===== src/sv/u8dec_pkg.sv =====
// shared types and constants for the utf-8 code point decoder
// no dependencies; used by the interfaces, the decode core and the top level

package u8dec_pkg;

  localparam int unsigned ByteW = 8;
  localparam int unsigned CpW   = 21;
  localparam int unsigned PendW = 2;

  localparam logic [CpW-1:0]   SubstituteChar = 21'h00003F;
  localparam logic [PendW-1:0] PendNone       = 2'd0;
  localparam logic [PendW-1:0] PendOne        = 2'd1;
  localparam logic [PendW-1:0] PendTwo        = 2'd2;
  localparam logic [PendW-1:0] PendThree      = 2'd3;

  // lead byte patterns and their payload masks
  localparam logic [ByteW-1:0] Lead2Mask  = 8'hE0;
  localparam logic [ByteW-1:0] Lead2Code  = 8'hC0;
  localparam logic [ByteW-1:0] Lead3Mask  = 8'hF0;
  localparam logic [ByteW-1:0] Lead3Code  = 8'hE0;
  localparam logic [ByteW-1:0] Lead4Mask  = 8'hF8;
  localparam logic [ByteW-1:0] Lead4Code  = 8'hF0;
  localparam logic [ByteW-1:0] Lead2Bits  = 8'h1F;
  localparam logic [ByteW-1:0] Lead3Bits  = 8'h0F;
  localparam logic [ByteW-1:0] Lead4Bits  = 8'h07;
  localparam logic [ByteW-1:0] ContBits   = 8'h3F;

  // result of decoding one byte against the current state
  typedef struct packed {
    logic           emit;
    logic           is_substitute;
    logic [CpW-1:0] code_point;
  } dec_t;

endpackage


===== src/sv/u8dec_in_if.sv =====
// byte channel into the decoder: valid/ready plus one stream byte
// depends on u8dec_pkg

interface u8dec_in_if;
  logic                         valid;
  logic                         ready;
  logic [u8dec_pkg::ByteW-1:0]  in_byte;
  logic                         end_of_stream;

  modport source (output valid, output in_byte, output end_of_stream, input ready);
  modport sink   (input valid, input in_byte, input end_of_stream, output ready);
endinterface


===== src/sv/u8dec_out_if.sv =====
// code point channel out of the decoder: valid/ready plus one result
// depends on u8dec_pkg

interface u8dec_out_if;
  logic                       valid;
  logic                       ready;
  logic [u8dec_pkg::CpW-1:0]  code_point;
  logic                       is_substitute;

  modport source (output valid, output code_point, output is_substitute, input ready);
  modport sink   (input valid, input code_point, input is_substitute, output ready);
endinterface


===== src/sv/u8dec_core.sv =====
// decode core: pending-byte count and partial code point, one byte per fire
// depends on u8dec_pkg

module u8dec_core (
  input  logic                          clk_i,
  input  logic                          rst_ni,
  input  logic                          fire_i,
  input  logic [u8dec_pkg::ByteW-1:0]   byte_i,
  input  logic                          eos_i,
  output u8dec_pkg::dec_t               dec_o,
  output logic [u8dec_pkg::PendW-1:0]   pend_o
);

  logic [u8dec_pkg::PendW-1:0] pend_q, pend_d;
  logic [u8dec_pkg::CpW-1:0]   part_q, part_d;
  logic [u8dec_pkg::CpW-1:0]   merged;
  logic [u8dec_pkg::PendW-1:0] pend_dec;

  assign merged   = {part_q[u8dec_pkg::CpW-7:0], byte_i[5:0]};
  assign pend_dec = pend_q - u8dec_pkg::PendOne;

  always_comb begin
    dec_o  = '0;
    pend_d = pend_q;
    part_d = part_q;
    if (pend_q != u8dec_pkg::PendNone) begin
      // every byte here counts as a continuation, no check
      pend_d = pend_dec;
      part_d = merged;
      if (pend_dec == u8dec_pkg::PendNone) begin
        dec_o.emit       = 1'b1;
        dec_o.code_point = merged;
        part_d           = '0;
      end else if (eos_i) begin
        pend_d = u8dec_pkg::PendNone;
        part_d = '0;
      end
    end else if (!byte_i[7]) begin
      dec_o.emit       = 1'b1;
      dec_o.code_point = {{(u8dec_pkg::CpW-u8dec_pkg::ByteW){1'b0}}, byte_i};
    end else if ((byte_i & u8dec_pkg::Lead2Mask) == u8dec_pkg::Lead2Code) begin
      pend_d = u8dec_pkg::PendOne;
      part_d = {{(u8dec_pkg::CpW-u8dec_pkg::ByteW){1'b0}}, byte_i & u8dec_pkg::Lead2Bits};
    end else if ((byte_i & u8dec_pkg::Lead3Mask) == u8dec_pkg::Lead3Code) begin
      pend_d = u8dec_pkg::PendTwo;
      part_d = {{(u8dec_pkg::CpW-u8dec_pkg::ByteW){1'b0}}, byte_i & u8dec_pkg::Lead3Bits};
    end else if ((byte_i & u8dec_pkg::Lead4Mask) == u8dec_pkg::Lead4Code) begin
      pend_d = u8dec_pkg::PendThree;
      part_d = {{(u8dec_pkg::CpW-u8dec_pkg::ByteW){1'b0}}, byte_i & u8dec_pkg::Lead4Bits};
    end else begin
      dec_o.emit          = 1'b1;
      dec_o.is_substitute = 1'b1;
      dec_o.code_point    = u8dec_pkg::SubstituteChar;
    end
    // a lead byte that ends the stream is dropped
    if (pend_q == u8dec_pkg::PendNone && eos_i) begin
      pend_d = u8dec_pkg::PendNone;
      part_d = '0;
    end
  end

  always_ff @(posedge clk_i or negedge rst_ni) begin
    if (!rst_ni) begin
      pend_q <= u8dec_pkg::PendNone;
      part_q <= '0;
    end else if (fire_i) begin
      pend_q <= pend_d;
      part_q <= part_d;
    end
  end

  assign pend_o = pend_q;

endmodule


===== src/sv/utf8_code_point_decoder.sv =====
// Accepts one UTF-8 byte per cycle, back to back, while no finished result
// waits on a stalled sink, and returns one code point per complete 1- to
// 4-byte sequence. The result is registered: the byte passes an input
// register, is decoded in a single pass against the pending-byte count and
// partial value, and lands in a result register that holds while the sink
// stalls. Bytes that finish no code point leave nothing on the output; a
// sequence cut short by end_of_stream is dropped and the decoder starts
// fresh on the next byte. Stray continuation bytes and leads of 0xF8..0xFF
// come out as '?' (0x3F) with is_substitute set.

module utf8_code_point_decoder (
  input  logic  clk_i,
  input  logic  rst_ni,
  u8dec_in_if.sink     in_i,
  u8dec_out_if.source  out_o
);

  logic                        s1_valid_q;
  logic [u8dec_pkg::ByteW-1:0] s1_byte_q;
  logic                        s1_eos_q;
  logic                        s1_fire;
  logic                        out_free;
  logic                        out_valid_q;
  logic [u8dec_pkg::CpW-1:0]   out_cp_q;
  logic                        out_sub_q;
  u8dec_pkg::dec_t             dec;
  logic [u8dec_pkg::PendW-1:0] pend;

  u8dec_core u_core (
    .clk_i  (clk_i),
    .rst_ni (rst_ni),
    .fire_i (s1_fire),
    .byte_i (s1_byte_q),
    .eos_i  (s1_eos_q),
    .dec_o  (dec),
    .pend_o (pend)
  );

  assign out_free = !out_valid_q || out_o.ready;
  // a byte that makes no result never waits on the output side
  assign s1_fire  = s1_valid_q && (out_free || !dec.emit);
  assign in_i.ready = !s1_valid_q || s1_fire;

  always_ff @(posedge clk_i or negedge rst_ni) begin
    if (!rst_ni) begin
      s1_valid_q <= 1'b0;
    end else if (in_i.ready) begin
      s1_valid_q <= in_i.valid;
    end
  end

  always_ff @(posedge clk_i) begin
    if (in_i.ready && in_i.valid) begin
      s1_byte_q <= in_i.in_byte;
      s1_eos_q  <= in_i.end_of_stream;
    end
  end

  always_ff @(posedge clk_i or negedge rst_ni) begin
    if (!rst_ni) begin
      out_valid_q <= 1'b0;
    end else if (out_free) begin
      out_valid_q <= s1_fire && dec.emit;
    end
  end

  always_ff @(posedge clk_i) begin
    if (s1_fire && dec.emit) begin
      out_cp_q  <= dec.code_point;
      out_sub_q <= dec.is_substitute;
    end
  end

  assign out_o.valid         = out_valid_q;
  assign out_o.code_point    = out_cp_q;
  assign out_o.is_substitute = out_sub_q;

`ifndef ASSERT_OFF
  a_sub_is_qmark : assert property (@(posedge clk_i) disable iff (!rst_ni)
    out_valid_q && out_sub_q |-> out_cp_q == u8dec_pkg::SubstituteChar)
    else $error("substitute result without 0x3f");

  a_eos_clears : assert property (@(posedge clk_i) disable iff (!rst_ni)
    s1_fire && s1_eos_q |=> pend == u8dec_pkg::PendNone)
    else $error("state not cleared after end of stream");

  a_emit_lands : assert property (@(posedge clk_i) disable iff (!rst_ni)
    s1_fire && dec.emit |=> out_valid_q)
    else $error("decoded result lost");
`endif

endmodule

===== src/flat_wrapper.sv =====
// flat-port wrapper written by rule: the top's interface ports become plain ports
module utf8_code_point_decoder_flat 
  (clk_i, rst_ni, in_i_valid, in_i_in_byte, in_i_end_of_stream, in_i_ready, out_o_valid, out_o_code_point, out_o_is_substitute, out_o_ready);
  u8dec_in_if in_i_i ();
  u8dec_out_if out_o_i ();
  input  logic clk_i;
  input  logic rst_ni;
  input wire logic [$bits(in_i_i.valid)-1:0] in_i_valid;
  input wire logic [$bits(in_i_i.in_byte)-1:0] in_i_in_byte;
  input wire logic [$bits(in_i_i.end_of_stream)-1:0] in_i_end_of_stream;
  output wire logic [$bits(in_i_i.ready)-1:0] in_i_ready;
  output wire logic [$bits(out_o_i.valid)-1:0] out_o_valid;
  output wire logic [$bits(out_o_i.code_point)-1:0] out_o_code_point;
  output wire logic [$bits(out_o_i.is_substitute)-1:0] out_o_is_substitute;
  input wire logic [$bits(out_o_i.ready)-1:0] out_o_ready;
  assign in_i_i.valid = in_i_valid;
  assign in_i_i.in_byte = in_i_in_byte;
  assign in_i_i.end_of_stream = in_i_end_of_stream;
  assign in_i_ready = in_i_i.ready;
  assign out_o_valid = out_o_i.valid;
  assign out_o_code_point = out_o_i.code_point;
  assign out_o_is_substitute = out_o_i.is_substitute;
  assign out_o_i.ready = out_o_ready;
  utf8_code_point_decoder u_core (.clk_i(clk_i), .rst_ni(rst_ni), .in_i(in_i_i), .out_o(out_o_i));
endmodule

===== config.mk =====
export PLATFORM = sky130hd
export DESIGN_NAME = utf8_code_point_decoder_flat
export DESIGN_NICKNAME = d
export VERILOG_FILES = /design/src/sv/u8dec_pkg.sv /design/src/sv/u8dec_in_if.sv /design/src/sv/u8dec_out_if.sv /design/src/sv/u8dec_core.sv /design/src/sv/utf8_code_point_decoder.sv /design/src/flat_wrapper.sv
export SDC_FILE = /design/constraint.sdc
export NUM_CORES = 1
export LEC_CHECK = 0
export ABC_AREA = 1
export ABC_CLOCK_PERIOD_IN_PS = 3400
export BUFFER_PORTS_ARGS = -buffer_cell sky130_fd_sc_hd__buf_2
export CAP_MARGIN = 0
export CORE_UTILIZATION = 50
export CTS_CLUSTER_SIZE = 24
export DETAILED_ROUTE_END_ITERATION = 16
export GPL_ROUTABILITY_DRIVEN = 0
export GPL_TIMING_DRIVEN = 0
export PLACE_DENSITY = 0.72
export SLEW_MARGIN = 20
export SYNTH_ARGS = -nofsm -noshare
export SYNTH_HDL_FRONTEND = slang
export SYNTH_HIERARCHICAL = 1
export SYNTH_SLANG_ARGS = --single-unit

===== constraint.sdc =====
create_clock -name clk_i -period 3.4 [get_ports clk_i]
set_input_delay 0.17 -clock clk_i [delete_from_list [all_inputs] [get_ports clk_i]]
set_output_delay 0.17 -clock clk_i [all_outputs]
set_load 0.02 [all_outputs]

==> results of run 1 <==
power breakdown:
group / internal, uW / leakage, uW / switching (uW) / total (uW)
registers: 850 / 0.000553 / 83.4 / 933
logic: 258 / 0.000526 / 544 / 803
clock network: 147 / 0.0000456 / 195 / 341
total: 1250 / 0.00113 / 822 / 2080
critical path, stage by stage (launching register included):
cell and delay [ps]:
dfrtp_1 410, inv_1 90, ha_1 180, buf_4 190
inv_2 90, nand2_2 110, o21ai_2 120, or2_1 300
nand2_2 120, nor2_1 60, nor2_1 490
cell usage after synthesis (2+ instances only):
library cell,instances,area share
nand2_1,68,0.12
edfxtp_1,31,0.43
nor2_1,22,0.038
dfrtp_1,19,0.22
o21ai_2,17,0.068
inv_1,10,0.017
nand2_2,8,0.023
nand3_1,8,0.018
buf_12,2,0.018
clkbuf_1,2,0.0034
ha_1,2,0.011
cells by family after synthesis:
logic type,Yosys count,synth area share
adders and majority gates,2,0.0115
buffers and inverters,19,0.0533
DFF,50,0.644
and+or+nand+nor,109,0.210
AOI/OAI and AO/OA,21,0.0808
final cells by class:
| type | count | area (sq um) |
|---|---|---|
| Timing Repair Buffer | 37 | 190 |
| Inverter | 12 | 45.0 |
| Clock inverter | 2 | 13.8 |
| Clock buffer | 6 | 72.6 |
| Fill cell | 346 | 1550 |
| Sequential cell | 50 | 1410 |
| Buffer | 7 | 71.3 |
| Multi-Input combinational cell | 132 | 671 |
| Tap cell | 50 | 62.6 |
metrics by stage:
stage	TNS [ps]	power [uW]
4_1_cts	0	2110
2_1_floorplan	0	1530
3_3_place_gp	-2730	1730
3_5_place_dp	0	1760
5_1_grt	0	2230
6_report	0	2080
worst min-delay path by stage:
stage / to / slack, ps / from
3_3_place_gp: u_core/out_o.valid / 130 / rst_ni
5_1_grt: u_core/s1_byte_q[1] / 20 / in_i_in_byte[1]
2_1_floorplan: u_core/out_o.valid / -130 / rst_ni
3_5_place_dp: u_core/s1_valid_q / 130 / rst_ni
4_1_cts: u_core/s1_byte_q[6] / 20 / in_i_in_byte[6]
6_report: u_core/s1_byte_q[4] / 30 / in_i_in_byte[4]
sequential cells by signal (all words and copies together) (netlist names):
signal and cells:
u_core/out_o.valid 1, u_core/out_o.code_point 21, u_core/s1_byte_q 8, u_core/u_core/part_q 15, u_core/s1_eos_q 1, u_core/out_o.is_substitute 1
u_core/s1_valid_q 1, u_core/u_core/pend_o 2
routing by layer:
layer | GRT usage | wire [microns] | vias up | part of all wire
li1 | - | - | 741 | -
met1 | 0.214 | 1560 | 643 | 0.42
met2 | 0.336 | 1940 | 42 | 0.52
met3 | 0.0583 | 172 | 6 | 0.046
met4 | 0.0990 | 67 | 0 | 0.018
met5 | 0 | 0 | - | 0
==> flow_summary.yaml, run 1 <==
place:
  place_ws_ps: 868
  dp.cells: 287
  dp_hpwl_microns: 2670
  port_buffers: 36
  placed_area_sq_mm: 0.00244
floorplanning:
  num_io_pins: 37
  die_area_sq_mm: 0.00463
  die_w_microns: 68.1
  die_h_microns: 68.1
  start_util: 0.534
  row_count: 23
  core_area_sq_mm: 0.00409
routing:
  wl_per_cell_microns: 12.6
  vias: 1432
  wl_microns: 3730
  first_iter_violations: 85
  drcViolationCount: 0
  drtAntennaViolNets: 0
  viasPerCell: 4.84
  drt-pass1-iter-count: 4
setup_path:
  critPathMaxFanout: 10
  worstReg2RegStart: "u_core/u_core/pend_o[0]"
  worstRegToRegCells: 10
  worst_setup_path_start_kind: "register"
  r2r_setup_slack_ps: 870
  r2r-end: "u_core/s1_byte_q[3]"
  crit_type: "reg -> reg"
  arrival_ps: 2470
  startpoint: "u_core/u_core/pend_o[0]"
  worstSetupEndpoint: "u_core/s1_byte_q[3]"
  crit_path_end_kind: "register"
  crit_required_ps: 3340
sta:
  timing.fmax_mhz: 396
  finalMaxSlewViolations: 0
  rsz0062_at_grt: "false"
  hold_violations: 0
  min_period_ps: 2530
  worstMarginPinSlew_ps: 703
  setup_viol: 0
  skew_ps: 6.61
  holdWs_ps: 32.4
  fin_ws_ps: 874
  slew_headroom: 0.530
  period_share: 0.743
clock_network:
  cts_buffers: 5
  post_cts_buffers: 0
  root_buffer: "clkbuf_8"
  post_cts_resized: 0
  cts_num_sinks: 50
  clkLatencyLatePin_ps: 300
  h-tree-depth: 2
  clock_path_buffers: 2
  tritoncts: "built"
  hold_buffers: 1
  clk_pin_slew_ps: 90
outcome:
  outcome: "completed"
cells_and_area:
  diodes: 0
  final_cell_mix: "nand2_1, buf_2, edfxtp_1, nor2_1, dfrtp_1"
  drive_gt1_frac: 0.313
  final_nets: 260
  syn_to_final_growth_pct: 16.1
  fin_util: 0.620
  fin_cells: 296
  layout_commonest_cell: "nand2_1"
  finish.instance_area_sq_mm: 0.00253
pwr:
  p_leak_uw: 0.00113
  ir_drop_mv: 0.646
  power_density_mw_per_mm2: 820
run:
  drv_cap: 0
synth:
  ys_async_sr_fraction: 0.380
  ys_warn_count: 6
  synth-seq-area-share: 0.644
  dominantRegCellSynth: "edfxtp_1"
  synth_fp_nets: 216
  synth_edf_count: 31
  synth.distinct_cells: 23
  avgSynthCellArea_sq_um: 10.9
  ys_ff_latch: 50
  netlist_area_sq_mm: 0.00218
  synth_cells: 201
global_routing:
  grt_max_degree: 23
  overflow: 0
  grt_antenna_before_repair: 0
  grt_pass1_wl_microns: 6280
  grt_pass1_vias: 1440
  grt_usage: 0.194
min_path:
  min_delay_path_depth: 1
  hold_path_class: "in -> reg"
No activity file was read; power rests on OpenSTA's default activity.
==> run 2, diff against run 1 <==
ABC_CLOCK_PERIOD_IN_PS = 2300   (was 3400)
PLACE_DENSITY = 0.75   (was 0.72)
clock period = 2.3 ns   (was 3.4 ns; I/O delays follow)
==> run 2 against run 1 <==
Sequential share of layout area decreased by 3.3 points; non-clock buffer count increased by 9; power increased by 57%; worst setup slack got worse by 710 ps; sequential power increased by 50%; critical path depth unchanged; first-iteration DRC count increased by 2.4%; routed wire length increased by 6.0%; core utilization increased by 3.9 points; register-to-register slack got worse by 710 ps; clock-buffer cell count increased by 1; flip-flop and latch count unchanged; critical endpoint is now u_core/s1_byte_q[4]; largest cell class unchanged; largest power group unchanged; highest routed layer unchanged.
==> flow_summary.yaml, run 2 (synthesis results as in run 1) <==
outcome:
  outcome: "completed"
setup_path:
  crit_type: "reg -> reg"
  worstSetupPathDepth: 10
  crit_buf_inv: 3
  critPathMaxFanout: 10
  crit_path_end_kind: "register"
  crit_family: "simple AND/OR/NAND/NOR gates"
  crit_chain: "inv_1 -> ha_2 -> buf_6 -> inv_6 -> nand2_4 -> o21ai_4 -> or2_4 -> nand2_2 -> nor2_1 -> nor2_4"
  slowest_stage: "dfrtp_1"
  crit_required_ps: 2280
  critical-path-max-stage-delay_ps: 420
  worstRegToRegCells: 10
  r2r_setup_slack_ps: 160
  arrival_ps: 2120
  worst_setup_path_start_kind: "register"
pwr:
  power_density_mw_per_mm2: 1210
  p_leak_uw: 0.00118
  p_clk_frac: 0.179
  power_uw: 3260
  ir_drop_mv: 0.712
  p_int_uw: 2010
  pwr-share-comb: 0.392
  p_sw_uw: 1250
  switching_share: 0.383
  p_seq_frac: 0.429
sta:
  setup_viol: 0
  timing.fmax_mhz: 467
  slew_headroom: 0.694
  worstMarginPinSlew_ps: 459
  finalMaxSlewViolations: 0
  period_share: 0.930
  hold_violations: 0
  min_period_ps: 2140
  rsz0062_at_grt: "false"
  skew_ps: 6.31
cells_and_area:
  fin_cells: 306
  finish.instance_area_sq_mm: 0.00269
  largest_reg_flops: 21
  syn_to_final_growth_pct: 23.4
  drive_gt1_frac: 0.313
  final_cell_mix: "nand2_1, buf_2, edfxtp_1, nor2_1, dfrtp_1"
  fin_util: 0.659
  diodes: 0
  nFillCells: 323
  layout_commonest_cell: "nand2_1"
  final_nets: 270
routing:
  viasPerCell: 4.98
  wl_per_cell_microns: 12.9
  drcViolationCount: 0
  drtAntennaViolNets: 0
  first_iter_violations: 87
  vias: 1524
  wl_microns: 3960
  drt-pass1-iter-count: 4
place:
  dp_hpwl_microns: 2490
  port_buffers: 36
  dp.cells: 287
  placed_area_sq_mm: 0.00244
global_routing:
  grt_pass1_vias: 1446
  grt_usage: 0.192
  overflow: 0
  grt_pass1_wl_microns: 6380
  grt_max_degree: 23
  grt_antenna_before_repair: 0
floorplanning:
  row_count: 23
  die_w_microns: 68.1
  die_area_sq_mm: 0.00463
  start_util: 0.534
  num_io_pins: 37
  core_area_sq_mm: 0.00409
  die_h_microns: 68.1
clock_network:
  cts_num_sinks: 50
  tritoncts: "built"
  clock_path_buffers: 2
  cts_buffers: 5
  clk_pin_slew_ps: 80
  h-tree-depth: 2
  root_buffer: "clkbuf_8"
  clkLatencyLatePin_ps: 290
min_path:
  min_delay_path_depth: 3
  hold_path_class: "in -> reg"
run:
  drv_cap: 0
==> run 2: cell types whose count changed in the layout (fill, tap and decap cells not counted), sizes merged <==
cell / delta
dlygate4sd3: +9
inv: -1
bufinv: +1
clkinv: -1
clkbuf: +1
a21oi: +1
==> run 2: worst register-to-register path, stage by stage (launching register included) <==
cell and delay, ps:
dfrtp_1 420, inv_1 90, ha_2 190, buf_6 160, inv_6 60, nand2_4 80, o21ai_4 90, or2_4 260
nand2_2 160, nor2_1 100, nor2_4 230
==> run 2: routing by layer <==
layer  share of wire  global-route usage
met4          0.0063              0.0599
met1            0.44               0.243
met2            0.51               0.320
met3           0.044              0.0533
met5               0                   0
==> run 2: final cells by class <==
| type | count | area, sq um | area share |
|---|---|---|---|
| flip-flops and latches | 50 | 1410 | 0.522 |
| multi-input cells | 133 | 712 | 0.264 |
| inverters | 12 | 50.0 | 0.0186 |
| clock inverters | 1 | 30.0 | 0.0112 |
| well taps | 50 | 62.6 | 0.0232 |
| clock buffers | 7 | 76.3 | 0.0283 |
| plain buffers | 7 | 75.1 | 0.0279 |
| repair buffers | 46 | 280 | 0.104 |
==> run 2: per-stage QoR <==
step | setup WS, ps | setup TNS [ps] | hold slack [ps]
after floorplan | 75.9 | 0 | -181
after global placement | -184 | -5360 | 92.4
after detailed placement | -214 | -6500 | 94.3
after CTS | -40.6 | -864 | 36.4
after global routing | 16.1 | 0 | 56.6
final | 160 | 0 | 57.0
==> run 2: worst paths after layout <==
kind,endpoint,from
min,u_core/s1_valid_q,in_i_valid
max reg2reg,u_core/s1_byte_q[4],u_core/u_core/pend_o[0]
min in group asynchronous,u_core/u_core/part_q[1],rst_ni
max,u_core/s1_byte_q[4],u_core/u_core/pend_o[0]
min reg2reg,u_core/u_core/part_q[10],u_core/u_core/part_q[10]
max in group asynchronous,u_core/u_core/pend_o[0],rst_ni
==> run 2: what timing repair did <==
action | in CTS | in global routing
gates resized for setup | 9 | 1
hold buffers | 10 | 0
endpoints found under the hold margin | 28 | 0
endpoints found under the setup margin | 31 | 22
cloned | 0 | 1
buffers inserted | 0 | 0
pin swaps | 1 | 0
==> run 2: power groups by stage <==
stage / sequential, uW / clock [uW] / combinational (uW)
2_1_floorplan: 1560 / 0 / 717
3_3_place_gp: 1400 / 0 / 1170
3_5_place_dp: 1410 / 0 / 1180
4_1_cts: 1390 / 602 / 1260
5_1_grt: 1430 / 626 / 1420
6_report: 1400 / 583 / 1280
==> run 3, diff against run 2 <==
ABC_AREA = unset   (was 1)
ABC_CLOCK_PERIOD_IN_PS = 2600   (was 2300)
PLACE_DENSITY = 0.72   (was 0.75)
RECOVER_POWER = 25   (was unset)
clock period = 2.6 ns   (was 2.3 ns; I/O delays follow)
==> run 3 against run 2 <==
Sequential power fell by 13%; combinational power fell by 20%; register-to-register slack got worse by 95 ps; synthesized cell count fell by 22%; worst setup slack got worse by 95 ps; via count fell by 13%; power fell by 14%; final cell count fell by 14%; first-iteration DRC count fell by 40%; maximum frequency fell by 16%; synthesized area fell by 1.1%; global-route usage rose by 0.23 points.
==> flow_summary.yaml, run 3 <==
min_path:
  hold_path_class: "in -> reg"
synth:
  synth_cells: 156
  synth.largest_area_cell: "edfxtp_1"
  ys_ff_latch: 50
  avgSynthCellArea_sq_um: 13.8
  synth_edf_count: 31
  yosys-top-cells-area: "edfxtp_1, dfrtp_1, mux2i_1, inv_1, nand2_1"
  dominantRegCellSynth: "edfxtp_1"
  netlist_area_sq_mm: 0.00216
  synth-seq-area-share: 0.652
  ys_async_sr_fraction: 0.380
  synth_common_cells: "edfxtp_1, dfrtp_1, inv_1, nand2_1, nor2_1"
  ys_warn_count: 6
  synth_fp_nets: 171
  synth.distinct_cells: 36
  yosysMostFrequentCell: "edfxtp_1"
  synth_top_area_frac: 0.431
setup_path:
  critPathMaxFanout: 10
  crit_type: "reg -> reg"
  crit_required_ps: 2800
  slowest_stage: "dfrtp_1"
  crit_path_end_kind: "register"
  path_common_cell: "inv_1"
  crit_chain: "inv_1 -> ha_1 -> clkbuf_4 -> a41oi_2 -> a21boi_0 -> inv_1 -> a2bb2oi_4 -> buf_4 -> mux2_4"
  worst_setup_path_start_kind: "register"
  critical-path-max-stage-delay_ps: 410
  arrival_ps: 2730
routing:
  wl_microns: 3760
  vias: 1333
  first_iter_violations: 52
  wl_per_cell_microns: 14.3
  drt-pass1-iter-count: 4
  viasPerCell: 5.07
  drcViolationCount: 0
  drtAntennaViolNets: 0
cells_and_area:
  layout_commonest_cell: "buf_2"
  fin_util: 0.648
  diodes: 0
  final_cell_mix: "buf_2, edfxtp_1, dfrtp_1, inv_1, nand2_1"
  syn_to_final_growth_pct: 22.7
  final_nets: 227
  largest_reg_flops: 21
  drive_gt1_frac: 0.282
floorplanning:
  num_io_pins: 37
  die_w_microns: 67.7
  die_h_microns: 67.7
  die_area_sq_mm: 0.00458
  start_util: 0.528
  core_area_sq_mm: 0.00409
  row_count: 23
outcome:
  outcome: "completed"
clock_network:
  clk_pin_slew_ps: 90
  clock_path_buffers: 2
  h-tree-depth: 2
  cts_buffers: 5
  cts_num_sinks: 50
  root_buffer: "clkbuf_8"
  tritoncts: "built"
  clkLatencyLatePin_ps: 310
pwr:
  power_uw: 2790
  p_leak_uw: 0.00116
  ir_drop_mv: 0.638
  power_density_mw_per_mm2: 1050
run:
  drv_cap: 0
global_routing:
  grt_max_degree: 23
  grt_usage: 0.194
  grt_pass1_wl_microns: 6260
  grt_pass1_vias: 1349
  grt_antenna_before_repair: 0
  overflow: 0
sta:
  rsz0062_at_grt: "false"
  slew_headroom: 0.307
  worstMarginPinSlew_ps: 1040
  period_share: 0.975
  finalMaxSlewViolations: 0
  min_period_ps: 2540
  skew_ps: 11.1
  timing.fmax_mhz: 394
  hold_violations: 0
  setup_viol: 0
place:
  port_buffers: 36
  dp_hpwl_microns: 2540
[run 3: kinds of logic (layout without fill, tap and decap cells)]
group | count (synthesis) | after routing | synth area share
DFF | 50 | 50 | 0.652
and+or+nand+nor | 49 | 49 | 0.133
muxes | 15 | 15 | 0.0765
adders and majority gates | 2 | 2 | 0.0116
AOI/OAI and AO/OA | 19 | 19 | 0.0788
buffers and inverters | 21 | 78 | 0.0487
[run 3: worst max-delay path, delay by kind of cell (launching register included)]
| family | cells | cell delay [ps] |
|---|---|---|
| muxes | 1 | 290 |
| AOI/OAI and AO/OA | 3 | 800 |
| DFF | 1 | 410 |
| buffers and inverters | 4 | 690 |
| adders and majority gates | 1 | 230 |
[run 3: per-layer routing]
layer | GRT usage | vias up | routed length (microns)
met1 | 0.215 | 625 | 1520
li1 | - | 660 | -
met4 | 0.0931 | 0 | 91
met2 | 0.335 | 38 | 2000
met3 | 0.0608 | 10 | 144
met5 | 0 | - | 0
[run 3: final timing paths]
| kind | startpoint | endpoint | slack (ps) | cells after the start |
|---|---|---|---|---|
| min in group asynchronous | rst_ni | u_core/u_core/pend_o[0] | 520 | 2 |
| worst max-delay path | u_core/u_core/pend_o[0] | u_core/u_core/part_q[1] | 60 | 9 |
| worst max register to register | u_core/u_core/pend_o[0] | u_core/u_core/part_q[1] | 60 | 9 |
| max in group asynchronous | rst_ni | u_core/u_core/part_q[14] | 1450 | 2 |
| worst min-delay path | in_i_valid | u_core/s1_valid_q | 20 | 2 |
| worst min register to register | u_core/u_core/part_q[6] | u_core/u_core/part_q[12] | 530 | 2 |
[run 3: report_power, final]
group	switching [uW]	internal (uW)	total [uW]
Clock	249	289	538
Sequential	98.1	1120	1220
Combinational	614	420	1030
[run 3: repair_timing]
| action | CTS | global route |
|---|---|---|
| pin swaps | 1 | 0 |
| resized for setup | 2 | 1 |
| hold buffers | 10 | 0 |
| setup buffers | 3 | 0 |
| endpoints found under the setup margin | 35 | 29 |
| endpoints found under the hold margin | 28 | 0 |
[run 3: layout make-up]
| type | count | area [sq um] |
|---|---|---|
| timing repair buffer | 49 | 299 |
| clock buffer | 6 | 72.6 |
| sequential | 50 | 1410 |
| fill | 328 | 1440 |
| inverter | 16 | 60.1 |
| clock inverter | 2 | 38.8 |
| buffer | 5 | 47.5 |
| tap | 50 | 62.6 |
| multi-input combinational | 85 | 662 |
[run 3: through the flow]
step           hold WS, ps  area, sq um  TNS [ps]  std cells  setup slack [ps]
3_3_place_gp          90.6         2400     -3240        242              -136
6_report              24.5         2650         0        263              64.7
4_1_cts               15.4         2650         0        263               126
5_1_grt               30.7         2650         0        263              9.37
2_1_floorplan         -166         2160         0        156               245
3_5_place_dp           106         2400     -7250        242              -290
